`config.mk`:
```
export PLATFORM = sky130hd
export DESIGN_NAME = console_line_editor_unit
export DESIGN_NICKNAME = d
export VERILOG_FILES = /design/src/rtl/cle_pkg.sv /design/src/rtl/console_line_editor_unit.sv /design/src/rtl/cle_ram.sv /design/src/rtl/cle_queue.sv /design/src/rtl/cle_front.sv /design/src/rtl/cle_back.sv
export VERILOG_INCLUDE_DIRS = /design/src /design/src/rtl
export SDC_FILE = /design/constraint.sdc
export NUM_CORES = 1
export LEC_CHECK = 0
export BUFFER_PORTS_ARGS = -buffer_cell sky130_fd_sc_hd__buf_2
export CAP_MARGIN = 20
export CORE_ASPECT_RATIO = 1.4
export CORE_MARGIN = 2
export CORE_UTILIZATION = 45
export CTS_CLUSTER_SIZE = 40
export DETAILED_ROUTE_END_ITERATION = 8
export PLACE_DENSITY = 0.62
export REMOVE_ABC_BUFFERS = 1
export SYNTH_ARGS = -nofsm -noshare
export SYNTH_HDL_FRONTEND = slang
export SYNTH_SLANG_ARGS = --single-unit
```
`constraint.sdc`:
```
create_clock -name aclk -period 8.4 [get_ports aclk]
set_input_delay 0 -clock aclk [delete_from_list [all_inputs] [get_ports aclk]]
set_output_delay 0 -clock aclk [all_outputs]
set_load 0.005 [all_outputs]
```
`src/rtl/console_line_editor_unit_assert.svh`:
```
// Assertion macros shared by the console line editor modules.
`ifndef CONSOLE_LINE_EDITOR_UNIT_ASSERT_SVH
`define CONSOLE_LINE_EDITOR_UNIT_ASSERT_SVH

// Same-cycle implication, checked out of reset.
`define CLE_ASSERT_IMPL(label, ante, cons) \
    label: assert property (@(posedge aclk) disable iff (!aresetn) (ante) |-> (cons)) \
        else $error("console line editor: assertion failed");

// Next-cycle implication, checked out of reset.
`define CLE_ASSERT_NEXT(label, ante, cons) \
    label: assert property (@(posedge aclk) disable iff (!aresetn) (ante) |=> (cons)) \
        else $error("console line editor: assertion failed");

`endif

```
`src/rtl/cle_pkg.sv`:
```
`default_nettype none

package cle_pkg;

    localparam logic [7:0] CH_BS = 8'h08;
    localparam logic [7:0] CH_CR = 8'h0D;
    localparam logic [7:0] CH_LF = 8'h0A;
    localparam logic [7:0] CH_SP = 8'h20;
    localparam logic [7:0] CH_NUL = 8'h00;

    localparam logic [1:0] KIND_ECHO = 2'd0;
    localparam logic [1:0] KIND_CHAR = 2'd1;
    localparam logic [1:0] KIND_END = 2'd2;

    localparam logic [5:0] LIMIT_RESET = 6'd32;

    typedef enum logic [1:0] {
        OP_BS,
        OP_CR,
        OP_CHAR
    } op_t;

    typedef struct packed {
        op_t        op;
        logic [7:0] data;
        logic       store;
        logic       flush;
        logic [5:0] addr;
        logic [5:0] len;
    } cmd_t;

endpackage

`default_nettype wire

```
`src/rtl/console_line_editor_unit.sv`:
```
// Path: a byte transfer enters the command queue, the back takes it into its command register and
// loads each echo result into the output register, where a result waits until it is taken;
// a flushed line adds a store read, then an output, per stored character, and a line end result.
// The front takes a byte every cycle while the 2-entry command queue has room.
// Reset (aresetn low, synchronous): fill count 0, limit 32, queue and output empty;
// the line store is not cleared.
`default_nettype none

module console_line_editor_unit #(
    parameter int MAX_LINE = 32
) (
    input  wire logic       aclk,
    input  wire logic       aresetn,
    input  wire logic       s_valid,
    output logic            s_ready,
    input  wire logic [7:0] s_rx_byte,
    output logic            m_valid,
    input  wire logic       m_ready,
    output logic [1:0]      m_kind,
    output logic [7:0]      m_data_byte,
    output logic [5:0]      m_line_length,
    output logic            m_last,
    input  wire logic       cfg_valid,
    output logic            cfg_ready,
    input  wire logic [5:0] cfg_line_limit
);

    logic          q_push;
    logic          q_full;
    logic          q_pop;
    logic          q_empty;
    cle_pkg::cmd_t q_in;
    cle_pkg::cmd_t q_out;

    cle_front #(
        .MAX_LINE (MAX_LINE)
    ) u_front (
        .aclk           (aclk),
        .aresetn        (aresetn),
        .s_valid        (s_valid),
        .s_ready        (s_ready),
        .s_rx_byte      (s_rx_byte),
        .cfg_valid      (cfg_valid),
        .cfg_ready      (cfg_ready),
        .cfg_line_limit (cfg_line_limit),
        .q_push         (q_push),
        .q_data         (q_in),
        .q_full         (q_full)
    );

    cle_queue u_queue (
        .aclk      (aclk),
        .aresetn   (aresetn),
        .push      (q_push),
        .push_data (q_in),
        .full      (q_full),
        .pop       (q_pop),
        .pop_data  (q_out),
        .empty     (q_empty)
    );

    cle_back #(
        .MAX_LINE (MAX_LINE)
    ) u_back (
        .aclk          (aclk),
        .aresetn       (aresetn),
        .q_empty       (q_empty),
        .q_data        (q_out),
        .q_pop         (q_pop),
        .m_valid       (m_valid),
        .m_ready       (m_ready),
        .m_kind        (m_kind),
        .m_data_byte   (m_data_byte),
        .m_line_length (m_line_length),
        .m_last        (m_last)
    );

endmodule

`default_nettype wire

```
`src/rtl/cle_ram.sv`:
```
`default_nettype none

module cle_ram #(
    parameter int WIDTH = 8,
    parameter int DEPTH = 32
) (
    input  wire logic                     aclk,
    input  wire logic                     wr_en,
    input  wire logic [$clog2(DEPTH)-1:0] wr_addr,
    input  wire logic [WIDTH-1:0]         wr_data,
    input  wire logic                     rd_en,
    input  wire logic [$clog2(DEPTH)-1:0] rd_addr,
    output logic      [WIDTH-1:0]         rd_data
);

    logic [WIDTH-1:0] mem [DEPTH];

    always_ff @(posedge aclk) begin
        if (wr_en) begin
            mem[wr_addr] <= wr_data;
        end
        if (rd_en) begin
            rd_data <= mem[rd_addr];
        end
    end

endmodule

`default_nettype wire

```
`src/rtl/cle_queue.sv`:
```
`default_nettype none

module cle_queue (
    input  wire logic          aclk,
    input  wire logic          aresetn,
    input  wire logic          push,
    input  wire cle_pkg::cmd_t push_data,
    output logic               full,
    input  wire logic          pop,
    output cle_pkg::cmd_t      pop_data,
    output logic               empty
);

    cle_pkg::cmd_t entry_reg [2];
    logic          wr_ptr_reg;
    logic          rd_ptr_reg;
    logic [1:0]    cnt_reg;

    assign full     = (cnt_reg == 2'd2);
    assign empty    = (cnt_reg == 2'd0);
    assign pop_data = entry_reg[rd_ptr_reg];

    always_ff @(posedge aclk) begin
        if (!aresetn) begin
            wr_ptr_reg <= 1'b0;
            rd_ptr_reg <= 1'b0;
            cnt_reg    <= 2'd0;
        end else begin
            if (push) begin
                entry_reg[wr_ptr_reg] <= push_data;
                wr_ptr_reg            <= ~wr_ptr_reg;
            end
            if (pop) begin
                rd_ptr_reg <= ~rd_ptr_reg;
            end
            if (push && !pop) begin
                cnt_reg <= cnt_reg + 2'd1;
            end else if (pop && !push) begin
                cnt_reg <= cnt_reg - 2'd1;
            end
        end
    end

endmodule

`default_nettype wire

```
`src/rtl/cle_front.sv`:
```
`default_nettype none

module cle_front #(
    parameter int MAX_LINE = 32
) (
    input  wire logic          aclk,
    input  wire logic          aresetn,
    input  wire logic          s_valid,
    output logic               s_ready,
    input  wire logic [7:0]    s_rx_byte,
    input  wire logic          cfg_valid,
    output logic               cfg_ready,
    input  wire logic [5:0]    cfg_line_limit,
    output logic               q_push,
    output cle_pkg::cmd_t      q_data,
    input  wire logic          q_full
);

    `include "console_line_editor_unit_assert.svh"

    localparam int CW = $clog2(MAX_LINE + 1);

    logic [CW-1:0] count_reg;
    logic [CW-1:0] count_next;
    logic [5:0]    limit_reg;
    logic [6:0]    eff_limit;
    logic          stored;
    logic [CW-1:0] grown;
    logic          accept;

    assign s_ready   = !q_full;
    assign cfg_ready = 1'b1;
    assign accept    = s_valid && s_ready;

    always_comb begin
        if (limit_reg == 6'd0) begin
            eff_limit = 7'd1;
        end else if ({1'b0, limit_reg} > 7'(MAX_LINE)) begin
            eff_limit = 7'(MAX_LINE);
        end else begin
            eff_limit = {1'b0, limit_reg};
        end
    end

    assign stored = (count_reg < CW'(MAX_LINE));
    assign grown  = count_reg + {{(CW-1){1'b0}}, stored};

    always_comb begin
        q_data.op    = cle_pkg::OP_CHAR;
        q_data.data  = s_rx_byte;
        q_data.store = 1'b0;
        q_data.flush = 1'b0;
        q_data.addr  = 6'(count_reg);
        q_data.len   = 6'(count_reg);
        q_push       = 1'b0;
        count_next   = count_reg;
        case (s_rx_byte)
            cle_pkg::CH_BS: begin
                q_data.op = cle_pkg::OP_BS;
                if (count_reg != '0) begin
                    q_push     = accept;
                    count_next = count_reg - {{(CW-1){1'b0}}, 1'b1};
                end
            end
            cle_pkg::CH_CR: begin
                q_data.op  = cle_pkg::OP_CR;
                q_push     = accept;
                count_next = '0;
            end
            default: begin
                q_data.store = stored;
                q_data.flush = (7'(grown) >= eff_limit);
                q_data.len   = 6'(grown);
                q_push       = accept;
                count_next   = q_data.flush ? '0 : grown;
            end
        endcase
    end

    always_ff @(posedge aclk) begin
        if (!aresetn) begin
            count_reg <= '0;
            limit_reg <= cle_pkg::LIMIT_RESET;
        end else begin
            if (accept) begin
                count_reg <= count_next;
            end
            if (cfg_valid) begin
                limit_reg <= cfg_line_limit;
            end
        end
    end

    `CLE_ASSERT_IMPL(a_count_below_store, 1'b1, count_reg < CW'(MAX_LINE))
    `CLE_ASSERT_IMPL(a_bs_drop_only_empty, accept && !q_push, count_reg == '0)

endmodule

`default_nettype wire

```
`src/rtl/cle_back.sv`:
```
`default_nettype none

module cle_back #(
    parameter int MAX_LINE = 32
) (
    input  wire logic          aclk,
    input  wire logic          aresetn,
    input  wire logic          q_empty,
    input  wire cle_pkg::cmd_t q_data,
    output logic               q_pop,
    output logic               m_valid,
    input  wire logic          m_ready,
    output logic [1:0]         m_kind,
    output logic [7:0]         m_data_byte,
    output logic [5:0]         m_line_length,
    output logic               m_last
);

    `include "console_line_editor_unit_assert.svh"

    localparam int AW = $clog2(MAX_LINE);

    typedef enum logic [2:0] {
        ST_IDLE,
        ST_ECHO,
        ST_RD,
        ST_CH,
        ST_END
    } state_t;

    state_t        state_reg;
    cle_pkg::cmd_t cmd_reg;
    logic [1:0]    step_reg;
    logic [5:0]    idx_reg;
    logic          m_valid_reg;
    logic [1:0]    m_kind_reg;
    logic [7:0]    m_data_reg;
    logic [5:0]    m_len_reg;
    logic          m_last_reg;

    logic          out_free;
    logic          out_load;
    logic [7:0]    echo_byte;
    logic          echo_final;
    logic          do_flush;
    logic          ram_wr_en;
    logic          ram_rd_en;
    logic [7:0]    ram_rd_data;

    assign out_free  = !m_valid_reg || m_ready;
    assign out_load  = out_free && (state_reg inside {ST_ECHO, ST_CH, ST_END});
    assign q_pop     = (state_reg == ST_IDLE) && !q_empty;
    assign ram_wr_en = q_pop && (q_data.op == cle_pkg::OP_CHAR) && q_data.store;
    assign ram_rd_en = (state_reg == ST_RD);
    assign do_flush  = (cmd_reg.op == cle_pkg::OP_CR)
                    || ((cmd_reg.op == cle_pkg::OP_CHAR) && cmd_reg.flush);

    always_comb begin
        case (cmd_reg.op)
            cle_pkg::OP_BS: begin
                echo_byte  = (step_reg == 2'd1) ? cle_pkg::CH_SP : cle_pkg::CH_BS;
                echo_final = (step_reg == 2'd2);
            end
            cle_pkg::OP_CR: begin
                echo_byte  = cle_pkg::CH_CR;
                echo_final = 1'b1;
            end
            default: begin
                echo_byte  = (step_reg == 2'd0) ? cmd_reg.data : cle_pkg::CH_CR;
                echo_final = (cmd_reg.data != cle_pkg::CH_LF) || (step_reg == 2'd1);
            end
        endcase
    end

    cle_ram #(
        .WIDTH (8),
        .DEPTH (MAX_LINE)
    ) u_store (
        .aclk    (aclk),
        .wr_en   (ram_wr_en),
        .wr_addr (q_data.addr[AW-1:0]),
        .wr_data (q_data.data),
        .rd_en   (ram_rd_en),
        .rd_addr (idx_reg[AW-1:0]),
        .rd_data (ram_rd_data)
    );

    always_ff @(posedge aclk) begin
        if (!aresetn) begin
            state_reg   <= ST_IDLE;
            m_valid_reg <= 1'b0;
        end else begin
            if (out_load) begin
                m_valid_reg <= 1'b1;
            end else if (m_ready) begin
                m_valid_reg <= 1'b0;
            end
            case (state_reg)
                ST_IDLE: begin
                    if (!q_empty) begin
                        cmd_reg   <= q_data;
                        step_reg  <= 2'd0;
                        state_reg <= ST_ECHO;
                    end
                end
                ST_ECHO: begin
                    if (out_free) begin
                        m_kind_reg  <= cle_pkg::KIND_ECHO;
                        m_data_reg  <= echo_byte;
                        m_len_reg   <= 6'd0;
                        m_last_reg  <= echo_final && !do_flush;
                        if (echo_final) begin
                            idx_reg <= 6'd0;
                            if (!do_flush) begin
                                state_reg <= ST_IDLE;
                            end else if (cmd_reg.len == 6'd0) begin
                                state_reg <= ST_END;
                            end else begin
                                state_reg <= ST_RD;
                            end
                        end else begin
                            step_reg <= step_reg + 2'd1;
                        end
                    end
                end
                ST_RD: begin
                    state_reg <= ST_CH;
                end
                ST_CH: begin
                    if (out_free) begin
                        m_kind_reg  <= cle_pkg::KIND_CHAR;
                        m_data_reg  <= ram_rd_data;
                        m_len_reg   <= 6'd0;
                        m_last_reg  <= 1'b0;
                        idx_reg     <= idx_reg + 6'd1;
                        state_reg   <= ((idx_reg + 6'd1) == cmd_reg.len) ? ST_END : ST_RD;
                    end
                end
                ST_END: begin
                    if (out_free) begin
                        m_kind_reg  <= cle_pkg::KIND_END;
                        m_data_reg  <= cle_pkg::CH_NUL;
                        m_len_reg   <= cmd_reg.len;
                        m_last_reg  <= 1'b1;
                        state_reg   <= ST_IDLE;
                    end
                end
                default: begin
                    state_reg <= ST_IDLE;
                end
            endcase
        end
    end

    assign m_valid       = m_valid_reg;
    assign m_kind        = m_kind_reg;
    assign m_data_byte   = m_data_reg;
    assign m_line_length = m_len_reg;
    assign m_last        = m_last_reg;

    `CLE_ASSERT_IMPL(a_end_is_last, m_valid_reg && (m_kind_reg == cle_pkg::KIND_END), m_last_reg)
    `CLE_ASSERT_IMPL(a_read_in_line, state_reg == ST_CH, idx_reg < cmd_reg.len)
    `CLE_ASSERT_NEXT(a_pop_to_echo, q_pop, state_reg == ST_ECHO)

endmodule

`default_nettype wire
```
==> metrics.log, run 1 <==
INFO  metric final_worst_path_period_need = 3.44 ns
INFO  metric power-per-cell-area = 267 nW/um^2
INFO  metric max_slew_margin = 23.9%
INFO  metric slew_viol_final = 0
INFO  metric critical_path_class = register to register
INFO  metric synth.yosys.seq_area_share = a little under three quarters
INFO  metric cts-buffers-inserted = 36
INFO  metric antenna_cells_inserted = 0
INFO  metric cts_setup_buffers = 0
INFO  metric layout.cells.most_common_list = edfxtp_1, nor2_1, nand2_1
INFO  metric place_inst = 1381
INFO  metric synth_top_flop_cell = edfxtp_1
INFO  metric post-synth-top-area-fraction = 69.2%
INFO  metric wl_per_cell = 21.3 microns
INFO  metric timing.hold.ws = 0.230 ns
INFO  metric final_core_utilization = 52.0%
INFO  metric num-nets-final = 1034
INFO  metric cp-start-kind = register
INFO  metric final.setup_skew = 0.0178 ns
INFO  metric worst_ep_arrival_time = 3.87 ns
INFO  metric num_vias = approximately 8.2k
INFO  metric number_of_unique_standard_cell_types_used_by_synthesis = 62
INFO  metric core_region_area = 33300 sq um
INFO  metric worstSetupEndpointType = register
INFO  metric synth-seq-cells = between 300 and 400
INFO  metric grt_setup_unrepaired = no
INFO  metric route.detailed.drc = 0
INFO  metric final-hold-violation-count = 0
INFO  metric drt_wl_total = between 30000 and 40000 microns
INFO  metric finalSetupViolations = 0
INFO  metric row_count = between 70 and 80
INFO  metric gp_routability_congestion = 0.873
INFO  metric post_synth_main_area_contributors = edfxtp_1, mux4_2, mux2i_1, dfxtp_1, nor2_1
INFO  metric worstMarginPinSlew = 1.14 ns
INFO  metric io_pins = 39
INFO  metric finalInstanceArea = 17300 sq um
INFO  metric cts_hold_buf = 26
INFO  metric die-height = between 200 and 250 microns
INFO  metric initial_antenna_violation_count = 0
INFO  metric grt_pass1_wl = just under 50000 microns
INFO  metric maximum_clock_insertion_buffer_count = 3
INFO  metric syn_area = 15300 sq um
INFO  metric buffer_ports.inserted = 37
INFO  metric first_global_vias = around 8.4k
INFO  metric total_power = 4.62 mW
INFO  metric max_cap_viol_count = 0
INFO  metric syn_inst = 933
INFO  metric drt_pre_antenna_iters = 5
INFO  metric layout_cells_sized_above_1 = 17.3%
INFO  metric timing.critical_path.required = 8.83 ns
INFO  metric power.static_leakage = just under 6 nW
INFO  metric max-vdd-ir-drop = approximately 0.00016 V
INFO  metric synth_async_sr_flop_share = 0%
INFO  metric placedInstanceArea = 15900 sq um
INFO  metric cts_htree_levels = 2
INFO  metric final_critical_path_setup_slack = 4.96 ns
INFO  metric yosysTopAreaCell = edfxtp_1
INFO  metric gr-total-overflow = 0
INFO  metric flip_flop_count_of_the_largest_register_all_copies_and_words_added = 256
INFO  metric cts.repair.resized = 0
INFO  metric worst_setup_slack_post_dpl = 5.08 ns
INFO  metric totalNegativeSetupSlack = 0 ns
INFO  metric total_die_area = 35400 sq um
INFO  metric avgSynthCellArea = 16.4 sq um
INFO  metric synth_enable_flop_cells = 352
INFO  metric yosysWarnings = 0
INFO  metric dp_hpwl = 21000 microns
INFO  metric critPathMaxFanout = 8
INFO  metric min-delay-path-class = input port to register
INFO  metric run_status = finished clean
INFO  metric mostFrequentLayoutCell = edfxtp_1
INFO  metric grt_max_degree = 40
INFO  metric clkSlewWorstSetupHoldPaths = ~0.06 ns
INFO  metric worstSkewPairLatency = roughly 0.53 ns
INFO  metric floorplan.die.width = 160 microns
INFO  metric layoutNonFillerInstCount = 1471
INFO  metric area_growth_syn_to_layout = 13.4%
INFO  metric root_buffer = clkbuf_16
INFO  metric dr_iter_0_viols = 552
INFO  metric groute.usage.overall = 18.0%
INFO  metric max_freq = 291 MHz
INFO  metric final_min_period_over_clock_period = 40.9%
INFO  metric initial_utilization = 45.8%
INFO  metric drt-vias-per-instance = 5.54
INFO  metric cts_tree = done
INFO  metric cts_num_sinks = approximately 370
INFO  metric route.antenna.remaining_nets = 0
INFO  metric fill_cell_total_of_the_finished_layout = 2701
-- metal layers --
layer  share of wire (%)  wire length [microns]  global-route usage (%)
met1                  38                  11900                    20.6
met5                   0                      0                       0
met3                 3.4                   1060                    2.41
met2                  56                  17500                    34.4
met4                 2.9                    922                    6.13
-- power by group --
group	internal, mW	switching (mW)
Clock	0.916	0.665
Sequential	2.25	0.0667
Combinational	0.257	0.466
Total	3.42	1.20
-- cell type report --
type                    count  area, sq um  area share, %
clock buffers              40          957           5.53
clock inverters            23          204           1.18
inverters                  19         71.3          0.412
multi-input cells         495         3960           22.9
flip-flops and latches    373        11000           63.5
well taps                 445          557           3.22
repair buffers             76          568           3.28
-- synth_stat cells, types with 12 or more instances --
cell      instances
o22ai_1          16
ha_1             14
edfxtp_1        352
nand3_1          12
xnor2_1          13
o221ai_1         25
inv_1            18
and3_1           14
mux4_2           40
a21oi_1          16
mux2_2           19
mux2i_1          55
clkbuf_1         23
nor2_1           75
dfxtp_1          21
o21ai_0          34
nand2_1          66
-- worst paths after layout --
path	start	endpoint	slack, ns	cells past startpoint
setup / recovery	u_front.count_reg[5]	u_front.count_reg[1]	4.96	11
hold / removal	s_rx_byte[7]	u_queue.entry_reg[1][21]	0.23	2
setup reg to reg	u_front.count_reg[5]	u_front.count_reg[1]	4.96	11
hold reg to reg	u_queue.cnt_reg[1]	u_queue.cnt_reg[1]	0.51	2
-- worst max-delay path, stage by stage, from the launching register on --
cell	delay, ns
dfxtp_1	0.38
inv_1	0.15
ha_1	0.21
ha_1	0.26
nand3_1	0.13
or2_2	0.32
nand2_1	0.07
ha_1	0.24
a21o_1	0.18
a221oi_1	0.95
a31oi_1	0.21
a211oi_2	0.24
-- kinds of logic after synthesis --
logic type      after synthesis  share of synthesized area [%]
xor+xnor                     21                           1.20
other cells                   1                         0.0246
simple gates                203                           6.15
compound gates              142                           6.47
flops                       373                           72.0
fa+ha+maj                    14                           1.15
buf+inv                      65                           2.12
mux                         114                           10.9
No activity file was read; power rests on OpenSTA's default activity.
==> run 2: changes to the inputs <==
ABC_AREA = 1   (was not set)
clock period = 3.18 ns   (was 8.4 ns; I/O delays follow)
==> metrics.log, run 2 <==
INFO  metric mostFrequentLayoutCell = edfxtp_1
INFO  metric synth_enable_flop_cells = 352
INFO  metric maximum_clock_insertion_buffer_count = 3
INFO  metric critical-path-slowest-cell = dfxtp_1
INFO  metric cts_tree = done
INFO  metric yosysTopAreaCell = edfxtp_1
INFO  metric critical_path_class = register to register
INFO  metric final_critical_path_setup_slack = 0.678 ns
INFO  metric core_region_area = 33900 sq um
INFO  metric dp_hpwl = 23700 microns
INFO  metric max-vdd-ir-drop = 0.000498 V
INFO  metric timing.critical_path.required = 3.64 ns
INFO  metric worstSetupEndpointType = register
INFO  metric gr-total-overflow = 0
INFO  metric finalSetupViolations = 0
INFO  metric flip_flop_count_of_the_largest_register_all_copies_and_words_added = 256
INFO  metric crit_family = adder cells
INFO  metric synth-seq-cells = 373
INFO  metric critical-path-max-stage-delay = 0.45 ns
INFO  metric grt_max_degree = 122
INFO  metric crit_path_launch = u_front.count_reg[5]
INFO  metric power_report.internal_total = 9.17 mW
INFO  metric io_pins = 39
INFO  metric totalNegativeSetupSlack = 0 ns
INFO  metric power.static_leakage = approximately 6.3 nW
INFO  metric dr_iter_0_viols = 785
INFO  metric route.antenna.remaining_nets = 0
INFO  metric max_slew_margin = a little over two fifths
INFO  metric worstPathBufferInverterCount = 3
INFO  metric syn_inst = approximately 1.3k
INFO  metric initial_utilization = 45.5%
INFO  metric slew_viol_final = 0
INFO  metric p_seq_share = 47.9%
INFO  metric rr_startpoint = u_front.count_reg[5]
INFO  metric buffer_ports.inserted = 37
INFO  metric worst_ep_arrival_time = 2.96 ns
INFO  metric total_die_area = 35800 sq um
INFO  metric num-nets-final = 1415
INFO  metric first_global_vias = 10.0k
INFO  metric fill_cell_total_of_the_finished_layout = 2922
INFO  metric cp-start-kind = register
INFO  metric avgSynthCellArea = 11.9 sq um
INFO  metric final_worst_path_period_need = approximately 2.5 ns
INFO  metric hp-start = s_rx_byte[1]
INFO  metric row_count = 80
INFO  metric cts_htree_levels = 2
INFO  metric final-hold-violation-count = 0
INFO  metric timing.hold.ws = 0.223 ns
INFO  metric gp_routability_congestion = 0.859
INFO  metric power.clock.fraction = between 30% and 40%
INFO  metric num_vias = 10.1k
INFO  metric route.detailed.drc = 0
INFO  metric wl_per_cell = 20.2 microns
INFO  metric final.setup_skew = 0.0109 ns
INFO  metric yosysMostFrequentCell = edfxtp_1
INFO  metric cts.repair.resized = 0
INFO  metric synth_top_flop_cell = edfxtp_1
INFO  metric finalInstanceArea = 17600 sq um
INFO  metric worstMarginPinSlew = roughly 0.87 ns
INFO  metric cts-buffers-inserted = 36
INFO  metric run_status = finished clean
INFO  metric yosysWarnings = 0
INFO  metric pwr-share-comb = 20.0%
INFO  metric max_freq = ~400 MHz
INFO  metric antenna_cells_inserted = 0
INFO  metric p_sw = 3.82 mW
INFO  metric number_of_unique_standard_cell_types_used_by_synthesis = 44
INFO  metric power-per-cell-area = 736 nW/um^2
INFO  metric area_growth_syn_to_layout = 14.4%
INFO  metric drt_pre_antenna_iters = 5
INFO  metric root_buffer = clkbuf_16
INFO  metric layout_cells_sized_above_1 = 11.5%
INFO  metric max_cap_viol_count = 0
INFO  metric synth.yosys.seq_area_share = 71.3%
INFO  metric final_min_period_over_clock_period = 78.7%
INFO  metric groute.usage.overall = 21.0%
INFO  metric post_synth_main_area_contributors = edfxtp_1, nand2_1, nor2_1, o21ai_0, dfxtp_1
INFO  metric layout.cells.most_common_list = edfxtp_1, nand2_1, nor2_1
INFO  metric crit_path_cell_trace = inv_1 -> ha_1 -> ha_1 -> nand3_1 -> xor2_1 -> inv_1 -> ha_1 -> nand2_1 -> nor2_1 -> o21ai_0 -> nand3_1 -> inv_1 -> nand3_1 -> a31oi_1
INFO  metric placedInstanceArea = 16200 sq um
INFO  metric worst_setup_slack_post_dpl = 0.708 ns
INFO  metric floorplan.die.width = 160 microns
INFO  metric grt_setup_unrepaired = no
INFO  metric initial_antenna_violation_count = 0
INFO  metric drt-vias-per-instance = 5.42
INFO  metric cts_num_sinks = approximately 370
INFO  metric min-delay-path-class = input port to register
INFO  metric grt_pass1_wl = 56800 microns
INFO  metric synth_async_sr_flop_share = 0%
INFO  metric critPathMaxFanout = 6
INFO  metric clkSlewWorstSetupHoldPaths = 0.06 ns
INFO  metric power_switching_share = about 30%
INFO  metric drt_wl_total = 37400 microns
INFO  metric syn_area = 15400 sq um
INFO  metric die-height = 223 microns
INFO  metric worstSkewPairLatency = 0.53 ns
INFO  metric post-synth-top-area-fraction = 68.5%
INFO  metric ys_top_cells_by_count = edfxtp_1, nand2_1, nor2_1, o21ai_0, inv_1
==> run 2: cell types whose count changed after synthesis, moves of 14 or more <==
cell and change:
nand2_1 +139, inv_1 +47, mux2_2 -19, nor2_1 +128, o21ai_0 +114, a21oi_1 +30, o221ai_1 -25, mux4_2 -40
o22ai_1 +40, buf_2 +14, mux2i_1 -37, and3_1 -14
==> run 2: kinds of logic (layout without fill, tap and decap cells) <==
kind of cell,Yosys count,after routing,synth area share (%)
other cells,1,1,0.0243
fa+ha+maj,14,14,1.14
flops,373,373,71.3
buf+inv,131,243,3.81
compound gates,286,286,10.3
simple gates,463,463,12.0
xor+xnor,6,6,0.341
mux,18,18,1.17
==> run 2: layer usage <==
| metal | vias up | routed length [microns] | global-route usage (%) |
|---|---|---|---|
| met2 | 294 | 20000 | 39.3 |
| met4 | 0 | 1700 | 9.71 |
| met1 | 4926 | 13900 | 23.2 |
| met3 | 83 | 1860 | 3.36 |
| li1 | 4755 | - | - |
| met5 | - | 0 | 0 |
==> run 2: power groups by stage <==
stage          Clock [mW]  Combinational [mW]  Sequential [mW]
3_3_place_gp            0                2.54             6.32
3_5_place_dp            0                2.57             6.32
5_1_grt              4.38                2.88             6.25
4_1_cts              4.22                2.61             6.22
6_report             4.17                2.60             6.22
2_1_floorplan           0                1.45             6.38
==> run 2: layout make-up <==
| class | instances | area (sq um) | area share, % |
|---|---|---|---|
| Tap cell | 451 | 564 | 3.20 |
| Clock buffer | 44 | 962 | 5.45 |
| Multi-Input combinational cell | 788 | 3850 | 21.8 |
| Timing Repair Buffer | 111 | 838 | 4.75 |
| Clock inverter | 16 | 165 | 0.936 |
| Sequential cell | 373 | 11000 | 62.3 |
| Inverter | 72 | 270 | 1.53 |
==> run 2: repair_timing <==
action                                 in CTS  in global routing
endpoints found under the hold margin      36                  0
setup buffers                               0                  0
hold buffers                               29                  0
==> run 2: per-stage QoR <==
| step | power, mW | instances | util [%] |
|---|---|---|---|
| after CTS | 13.1 | 1855 | 52.0 |
| final | 13.0 | 1855 | 52.0 |
| after floorplan | 7.83 | 1233 | - |
| after global routing | 13.5 | 1855 | 52.0 |
| after detailed placement | 8.89 | 1766 | 47.8 |
| after global placement | 8.86 | 1766 | 47.8 |
==> run 2: final timing paths <==
path / to / slack, ns / depth (start not counted)
setup / recovery: u_front.count_reg[5] / 0.68 / 14
hold / removal: u_queue.entry_reg[1][15] / 0.22 / 2
setup reg to reg: u_front.count_reg[5] / 0.68 / 14
hold reg to reg: u_queue.wr_ptr_reg / 0.47 / 2
==> run 3: changes to the inputs <==
clock period = 2.5 ns   (was 3.18 ns; I/O delays follow)
==> metrics.log, run 3 (synthesis results as in run 2) <==
INFO  metric rr_startpoint = u_back.state_reg[0]
INFO  metric layout.cells.most_common_list = edfxtp_1, nand2_1, nor2_1
INFO  metric gr-total-overflow = 0
INFO  metric initial_antenna_violation_count = 0
INFO  metric io_pins = 39
INFO  metric max_freq = 419 MHz
INFO  metric drt_pre_antenna_iters = 5
INFO  metric die-height = 223 microns
INFO  metric groute.usage.overall = between 20% and 30%
INFO  metric fill_cell_total_of_the_finished_layout = roughly 2.9k
INFO  metric grt_pass1_wl = 55900 microns
INFO  metric cts-buffers-inserted = 35
INFO  metric grt_max_degree = 65
INFO  metric gp_routability_congestion = 0.872
INFO  metric timing.critical_path.required = 2.65 ns
INFO  metric r2r_setup_slack = between 0.1 and 0.15 ns
INFO  metric timing.reg2reg.worst_path_depth = 9
INFO  metric worstSkewPairLatency = 0.52 ns
INFO  metric total_die_area = 35800 sq um
INFO  metric final-hold-violation-count = 0
INFO  metric clkSlewWorstSetupHoldPaths = around 0.06 ns
INFO  metric hp-start = s_valid
INFO  metric buffer_ports.inserted = 37
INFO  metric drt-vias-per-instance = between 5 and 6
INFO  metric mostFrequentLayoutCell = edfxtp_1
INFO  metric power-per-cell-area = 934 nW/um^2
INFO  metric final_min_period_over_clock_period = approximately 95%
INFO  metric dp_hpwl = 24400 microns
INFO  metric timing.hold.worst_path_depth = 5
INFO  metric cp-start-kind = register
INFO  metric max_cap_viol_count = 0
INFO  metric core_region_area = around 34000 sq um
INFO  metric worst_setup_slack_post_dpl = about 0.078 ns
INFO  metric first_global_vias = 10.1k
INFO  metric grt_setup_unrepaired = yes
INFO  metric slew_viol_final = 0
INFO  metric total_power = 16.7 mW
INFO  metric min-delay-path-class = input port to register
INFO  metric cts_tree = done
INFO  metric max-vdd-ir-drop = 0.000736 V
INFO  metric route.antenna.remaining_nets = 0
INFO  metric root_buffer = clkbuf_16
INFO  metric worstHoldEndpoint = u_queue.wr_ptr_reg
INFO  metric critical_path_class = register to register
INFO  metric critPathMaxFanout = 8
INFO  metric layout_cells_sized_above_1 = approximately 14%
INFO  metric cts_num_sinks = around 370
INFO  metric final_critical_path_setup_slack = approximately 0.11 ns
INFO  metric worst_r2r_endpoint = u_back.u_store.mem[12][7]
INFO  metric worstSetupEndpointType = register
INFO  metric initial_utilization = 45.5%
INFO  metric area_growth_syn_to_layout = 16.2%
INFO  metric final_worst_path_period_need = 2.39 ns
INFO  metric antenna_cells_inserted = 0
INFO  metric wl_per_cell = 19.5 microns
INFO  metric cts_htree_levels = 2
INFO  metric floorplan.die.width = 160 microns
INFO  metric flip_flop_count_of_the_largest_register_all_copies_and_words_added = ~260
INFO  metric num-nets-final = ~1.4k
INFO  metric finalSetupViolations = 0
INFO  metric row_count = 80
INFO  metric max_slew_margin = 41.6%
INFO  metric drt_wl_total = around 37000 microns
INFO  metric route.detailed.drc = 0
INFO  metric maximum_clock_insertion_buffer_count = 3
INFO  metric worstMarginPinSlew = between 0.8 and 0.9 ns
INFO  metric worst_ep_arrival_time = around 2.5 ns
INFO  metric num_vias = 10.0k
INFO  metric final.setup_skew = 0.0216 ns
INFO  metric run_status = finished clean
INFO  metric power.static_leakage = 6.42 nW
INFO  metric dr_iter_0_viols = 744
-- run 3: power by group --
group	internal (mW)	total (mW)	switching, mW
logic	1.12	3.61	2.49
registers	7.71	7.91	0.203
clock network	3.04	5.22	2.18
total	11.9	16.7	4.87
-- run 3: critical path, cell delays in order (launching register included) --
cell	delay, ns
dfxtp_1	0.33
nor2_1	0.08
inv_1	0.08
nor2_2	0.14
o21ai_2	0.11
a21oi_1	0.15
nand2_1	0.11
inv_2	0.11
nand3_2	0.25
nor2_1	0.65
-- run 3: area by class of cell --
cell class | instances | area, sq um | area share [%]
timing repair buffer | 128 | 1040 | 5.79
clock buffer | 44 | 962 | 5.37
inverter | 72 | 273 | 1.52
sequential | 373 | 11000 | 61.3
clock inverter | 18 | 161 | 0.901
tap | 451 | 564 | 3.15
multi-input combinational | 788 | 3930 | 21.9
-- run 3: layer usage --
layer  wire, microns  vias to the layer above  global-route usage, %
li1                -                     4800                      -
met4            1450                        0                   8.81
met3            1350                       76                   2.38
met1           13600                     4922                   22.5
met5               0                        -                      0
met2           20100                      244                   39.3
-- run 3: worst max path at each step --
stage / start / endpoint
6_report: u_back.state_reg[0] / u_back.u_store.mem[12][7]
5_1_grt: u_back.state_reg[0] / u_back.u_store.mem[16][6]
4_1_cts: u_back.state_reg[0] / u_back.u_store.mem[0][7]
3_5_place_dp: u_back.state_reg[0] / u_back.u_store.mem[0][7]
3_3_place_gp: u_back.state_reg[0] / u_back.u_store.mem[16][2]
2_1_floorplan: u_back.idx_reg[0] / u_back.u_store.rd_data[3]
-- run 3: what timing repair did --
action	4_1_cts	5_1_grt
hold endpoints to repair	34	0
hold buffers	28	0
resized for setup	0	29
endpoints found under the setup margin	0	181
setup buffers	0	1
-- run 3: per-stage QoR --
| stage | utilization [%] | area [sq um] | setup TNS, ns | hold slack, ns | cells |
|---|---|---|---|---|---|
| 2_1_floorplan | - | 15100 | -51.58 | 0.0989 | 1233 |
| 3_3_place_gp | 48.4 | 16400 | 0 | 0.211 | 1783 |
| 3_5_place_dp | 48.4 | 16400 | 0 | 0.216 | 1783 |
| 4_1_cts | 52.6 | 17800 | 0 | 0.0499 | 1873 |
| 5_1_grt | 52.8 | 17900 | -7.43 | 0.0783 | 1874 |
| 6_report | 52.8 | 17900 | 0 | 0.0642 | 1874 |
